File: config.mk
export PLATFORM = sky130hd
export DESIGN_NAME = bfa_word_scan
export DESIGN_NICKNAME = d
export VERILOG_FILES = /design/src/design/bfa_pkg.sv /design/src/design/bfa_word_scan.sv
export SDC_FILE = /design/constraint.sdc
export NUM_CORES = 1
export LEC_CHECK = 0
export BUFFER_PORTS_ARGS = -buffer_cell sky130_fd_sc_hd__buf_2
export CORE_UTILIZATION = 53
export DETAILED_ROUTE_END_ITERATION = 16
export GPL_TIMING_DRIVEN = 0
export PLACE_DENSITY = 0.93
export SLEW_MARGIN = 25
export SYNTH_ARGS = -nofsm -noshare
export SYNTH_HDL_FRONTEND = slang
export SYNTH_SLANG_ARGS = --single-unit
File: constraint.sdc
create_clock -name vclk -period 2.57
set_input_delay 0.3855 -clock vclk [all_inputs]
set_output_delay 0.3855 -clock vclk [all_outputs]
set_load 0.005 [all_outputs]
File: src/design/bfa_pkg.sv
`timescale 1ns / 1ps
`default_nettype none
// ----------------------------------------------------------------------------
// bfa_pkg: shared types and constants of the bitmap frame allocator
// Map geometry, action and status codes, and the reserved-frame helper.
// ----------------------------------------------------------------------------
package bfa_pkg;

    // Geometry of the frame map.
    localparam int MAX_FRAMES  = 8192;
    localparam int PAGE_BYTES  = 4096;
    localparam int WORD_BITS   = 32;
    localparam int WORD_BYTES  = WORD_BITS / 8;
    localparam int MAP_WORDS   = MAX_FRAMES / WORD_BITS;
    localparam int PAGE_SHIFT  = $clog2(PAGE_BYTES);
    localparam int BIT_W       = $clog2(WORD_BITS);
    localparam int WADDR_W     = $clog2(MAP_WORDS);
    localparam int FRAME_W     = $clog2(MAX_FRAMES);
    localparam int COUNT_W     = FRAME_W + 1;
    localparam int ADDR_W      = 32;
    localparam int PFRAME_W    = ADDR_W - PAGE_SHIFT;
    localparam int CFG_W       = 32;

    // Reset values of the configuration registers.
    localparam logic [COUNT_W-1:0] RESET_FRAMES = COUNT_W'(7680);
    localparam logic [ADDR_W-1:0]  RESET_BASE   = 32'h0020_0000;

    // Configuration register indexes.
    localparam logic CFG_FRAME_COUNT = 1'b0;
    localparam logic CFG_POOL_BASE   = 1'b1;

    // Request actions.
    localparam logic [1:0] ACT_ALLOC = 2'd0;
    localparam logic [1:0] ACT_FREE  = 2'd1;
    localparam logic [1:0] ACT_MARK  = 2'd2;
    localparam logic [1:0] ACT_INIT  = 2'd3;

    // Result status codes.
    localparam logic [1:0] ST_DONE  = 2'd0;
    localparam logic [1:0] ST_EMPTY = 2'd1;
    localparam logic [1:0] ST_RANGE = 2'd2;
    localparam logic [1:0] ST_SAME  = 2'd3;

    // Outcome of a search over one map word.
    typedef struct packed {
        logic             found;
        logic [BIT_W-1:0] bit_pos;
    } scan_result_t;

    // Frames occupied by the map itself for n managed frames, never above n.
    function automatic logic [COUNT_W-1:0] reserved_frames(input logic [COUNT_W-1:0] n);
        logic [COUNT_W:0]   words;
        logic [COUNT_W+2:0] bytes;
        logic [COUNT_W+2:0] pages;
        words = ({1'b0, n} + (COUNT_W+1)'(WORD_BITS - 1)) >> BIT_W;
        bytes = (COUNT_W+3)'(words) << $clog2(WORD_BYTES);
        pages = (bytes + (COUNT_W+3)'(PAGE_BYTES - 1)) >> PAGE_SHIFT;
        if (pages > (COUNT_W+3)'(n))
        begin
            return n;
        end
        return pages[COUNT_W-1:0];
    endfunction

    localparam logic [COUNT_W-1:0] RESET_RESERVED = reserved_frames(RESET_FRAMES);
    localparam logic [COUNT_W-1:0] RESET_FREE     = RESET_FRAMES - RESET_RESERVED;

endpackage
`default_nettype wire

File: src/design/bfa_word_scan.sv
`timescale 1ns / 1ps
`default_nettype none
// ----------------------------------------------------------------------------
// bfa_word_scan: free-frame search within one map word
// Masks the bits outside the search window and finds the lowest free frame.
// ----------------------------------------------------------------------------
module bfa_word_scan (
    input  wire logic [bfa_pkg::WORD_BITS-1:0] word_data,
    input  wire logic                          first_word,
    input  wire logic [bfa_pkg::BIT_W-1:0]     lo_bit,
    input  wire logic                          last_word,
    input  wire logic [bfa_pkg::BIT_W-1:0]     hi_bit,
    output bfa_pkg::scan_result_t              result
);
    import bfa_pkg::*;

    localparam logic [BIT_W-1:0] BIT_MAX = BIT_W'(WORD_BITS - 1);

    logic [WORD_BITS-1:0] avail;

    // Free bits at or above the hint in the first word, and below the end.
    always_comb
    begin
        avail = ~word_data;
        if (first_word)
        begin
            avail = avail & ({WORD_BITS{1'b1}} << lo_bit);
        end
        if (last_word)
        begin
            avail = avail & ({WORD_BITS{1'b1}} >> (BIT_MAX - hi_bit));
        end
    end

    // Lowest free bit wins.
    always_comb
    begin
        result.found   = |avail;
        result.bit_pos = '0;
        for (int b = WORD_BITS - 1; b >= 0; b--)
        begin
            if (avail[b])
            begin
                result.bit_pos = BIT_W'(b);
            end
        end
    end

endmodule
`default_nettype wire

==> flow_metrics.tcl, run 1 <==
set metrics [dict create \
    placement_rows 17 \
    yosys_warnings 0 \
    last_weighted_congestion_value_of_the_routability_driven_placer 0.981 \
    mappedNetlistNets 234 \
    grt_repair_worst_endpoint "result[1]" \
    io_buffers 49 \
    top_level_ports 50 \
    die_h_um 51.4 \
    seq_area_frac_synth_pct 0 \
    yosys-top-cells-area "a21oi_1 (7.0%), a221oi_2 (5.8%), o21ai_0 (4.7%), a211oi_1 (4.1%), nand2_1 (3.8%)" \
    netlist-cell-type-count 59 \
    syn_area_um2 1290 \
    dp.cells 267 \
    gr-total-overflow 33 \
    haltStage "global routing" \
    post_synth.cell_area_avg_um2 6.80 \
    die_w_um 51.4 \
    cts_hold_buffers 0 \
    initial_utilization_pct 57.3 \
    run_status "stopped before the end" \
    worst_path_end_type "output port" \
    dp_hpwl_um 3600 \
    pin_count_of_the_biggest_net_entering_global_routing 11 \
    synthDominantAreaCellType "a21oi_1" \
    syn-instance-count 190 \
    post-synth-top-area-fraction_pct 6.98 \
    first-error "[ERROR GRT-0232] Routing congestion too high. Check the congestion heatmap in the GUI." \
    grt_usage_pct 72.8 \
]
[cell usage after synthesis, types with 5 or more instances]
master and n:
buf_4 5, o211ai_1 5, a211oi_1 7, nor2_1 9, and2_1 5, a21oi_1 18
a221oi_1 5, a221oi_2 5, buf_2 9, o21ai_0 12, o21a_1 5, nor2b_1 6
nand2_1 13
[cell families after synthesis]
group	Yosys count	share of synthesized area, %
and+or+nand+nor	73	33.7
buffers and inverters	19	7.85
AOI/OAI and AO/OA	98	58.4
[stage by stage]
stage | setup slack (ps) | cell area [µm²] | utilization, %
floorplan | 381 | 1290 | -
global placement | -51.6 | 1570 | 69.7
detailed placement | -62.7 | 1570 | 69.7
CTS | 0.195 | 1660 | 73.5
[metal layers]
layer	GRT overflow	global-route usage [%]
met1	0	72.5
met2	14	95.9
met3	0	42.0
met4	19	86.0
met5	0	0
[what timing repair did]
item	in CTS
resized for setup	11
endpoints found under the setup margin	5
buffers inserted	1
pin swaps	3
endpoints found under the hold margin	0
==> run 2, diff against run 1 <==
- CORE_AREA: default -> 2 2 63 65
- CORE_UTILIZATION: 53 -> default
- DIE_AREA: default -> 0 0 65 67
- PLACE_DENSITY: 0.93 -> default
- PLACE_DENSITY_LB_ADDON: default -> 0.15
==> run 2 against run 1 <==
Compared with the run above:
- the run now ends clean
- synthesized area is the same
- synthesized cell count is the same
==> flow_metrics.tcl, run 2 <==
set metrics [dict create \
    dp_hpwl_um 3900 \
    p_int_mw 0.194 \
    setup_repair_after_global_routing_missed_its_margin "true" \
    seq_area_frac_synth_pct 0 \
    total_die_area_um2 4360 \
    crit_path_max_fo 9 \
    synth_simple_gate_area_share_pct 33.7 \
    timing.final.crit_share_pct 99.9 \
    finalSetupViolCount 0 \
    io_buffers 49 \
    fillers 342 \
    grt_pass1_vias 1686 \
    dpl-instance-area_um2 1600 \
    final_design_area_no_fill_um2 2160 \
    max_cap_violations 0 \
    p_leak_nw 0.857 \
    num-clock-buffers 0 \
    fmax_mhz 390 \
    required_ps 2180 \
    die_w_um 65 \
    critical_path.endpoint_type "output pin" \
    hold_viol_final 0 \
    worstSetupStartpointType "input port" \
    last_weighted_congestion_value_of_the_routability_driven_placer 0.875 \
    arrival_ps 2180 \
    synthTopCellsByCount "a21oi_1 (18), nand2_1 (13), o21ai_0 (12)" \
    vdd.ir_drop.worst_mv 0.127 \
    report.power.total_mw 0.412 \
    grt_usage_pct 23.4 \
    die_h_um 67 \
    drtPass1Iterations 4 \
    hp_class "input port to output pin" \
    sw_frac_of_total_pct 52.9 \
    yosys-mux-area-fraction_pct 0 \
    drt_iter0_drc 136 \
    power.sequential.fraction_pct 0 \
    yosys_warnings 0 \
    grt_antenna_before_repair 0 \
    post_synth.cell_area_avg_um2 6.80 \
    synth_top_family_by_area "compound AO/OA/AOI/OAI gates" \
    run_status "finished clean" \
    wl_per_cell_um 17.8 \
    drtAntennaViolNets 0 \
    placement_rows 22 \
    netlist-cell-type-count 59 \
    syn-instance-count 190 \
    register_area_um2 0 \
    synth-xor-area-share_pct 0 \
    leading_cell_types_in_the_layout_fill_and_taps_excluded "buf_2 (44), buf_4 (25), nand2_1 (13), a21oi_1 (13), buf_6 (10)" \
    layout_commonest_cell "buf_2" \
    post-synth-top-count-cell "a21oi_1" \
    grt_first_pass_wirelength_um 8160 \
    drc 0 \
    final-max-slew-violation-count 0 \
    tightestPinTransition_ps 474 \
    antenna-diode-count 0 \
    share_of_final_layout_standard_cells_stronger_than_drive_strength_1_pct 53.3 \
    mappedNetlistNets 234 \
    drt_wl_total_um 5500 \
    vias 1900 \
    syn_area_um2 1290 \
    switching_power_summed_over_all_nets_mw 0.218 \
    synthDominantAreaCellType "a21oi_1" \
    yosys-top-cells-area "a21oi_1 (7.0%), a221oi_2 (5.8%), o21ai_0 (4.7%), a211oi_1 (4.1%), nand2_1 (3.8%)" \
    proportion_of_power_drawn_by_the_clock_network_pct 0 \
    cts_hold_buffers 0 \
    gr-total-overflow 0 \
    post_drt_via_cell_ratio 6.15 \
    initial_utilization_pct 35.8 \
    slew-limit-headroom_pct 68.2 \
    top_level_ports 50 \
    post-synth-top-area-fraction_pct 6.98 \
    final_nets 307 \
    critPathKind "input port to output pin" \
    power.combinational.fraction_pct 100.0 \
    core_area_um2 3610 \
    pin_count_of_the_biggest_net_entering_global_routing 11 \
    finalWorstPathRequiredPeriod_ps 2570 \
    power-per-cell-area_nw_per_um2 191 \
    post_synthesis_compound_gate_area_fraction_pct 58.4 \
    synthToLayoutAreaGrowth_pct 67.3 \
    n_sequential_cell 0 \
    synth_adder_area_share_pct 0 \
]
[run 2: cell counts after synthesis]
No cell type changed its count.
[run 2: path summary, 6_finish.rpt]
| check | end | slack (ps) | start | depth (start not counted) |
|---|---|---|---|---|
| setup / recovery | result[4] | 4 | hi_bit[4] | 9 |
| hold / removal | result[0] | 1300 | word_data[1] | 5 |
[run 2: power by group through the flow]
stage | Combinational (mW) | Sequential [mW] | Clock, mW
final | 0.412 | 0 | 0
after global routing | 0.442 | 0 | 0
after CTS | 0.310 | 0 | 0
after detailed placement | 0.291 | 0 | 0
after global placement | 0.293 | 0 | 0
after floorplan | 0.193 | 0 | 0
[run 2: cell type report]
class	count	area, µm²	area share (%)
well taps	48	60.1	2.78
inverters	4	15.0	0.695
repair buffers	72	482	22.3
plain buffers	14	141	6.54
multi-input cells	171	1460	67.7
[run 2: timing repair]
action / CTS / global route
resized for setup: 16 / 78
setup endpoints to repair: 5 / 6
pin swaps: 3 / 22
setup buffers: 3 / 20
gates cloned: 0 / 1
[run 2: kinds of logic after synthesis]
family / Yosys count
buf+inv: 19
simple gates: 73
compound gates: 98
[run 2: per-stage QoR]
| stage | std cells | setup WS (ps) | TNS, ps | hold slack, ps | util (%) |
|---|---|---|---|---|---|
| after global placement | 287 | -121 | -509 | 1280 | 44.3 |
| after floorplan | 190 | 381 | 0 | 1030 | - |
| after detailed placement | 287 | -115 | -402 | 1270 | 44.3 |
| after global routing | 309 | -72.4 | -149 | 1340 | 59.9 |
| after CTS | 290 | -34.8 | -48.3 | 1290 | 47.0 |
| final | 309 | 3.62 | 0 | 1300 | 59.9 |
[run 2: layer usage]
| layer | vias to the layer above | wire length (µm) | track usage, % |
|---|---|---|---|
| li1 | 913 | - | - |
| met1 | 880 | 2350 | 32.2 |
| met2 | 103 | 2640 | 42.8 |
| met3 | 4 | 448 | 0.338 |
| met4 | 0 | 59 | 0.798 |
| met5 | - | 0 | 0 |
[run 2: worst max-delay path: stages]
cell and delay [ps]:
buf_4 170, nor2b_4 200, buf_8 150, a221oi_4 80, o41ai_2 440, nand3_1 170
nor4_2 310, nor2b_1 160, buf_2 110
(Power assumes the default switching activity.)
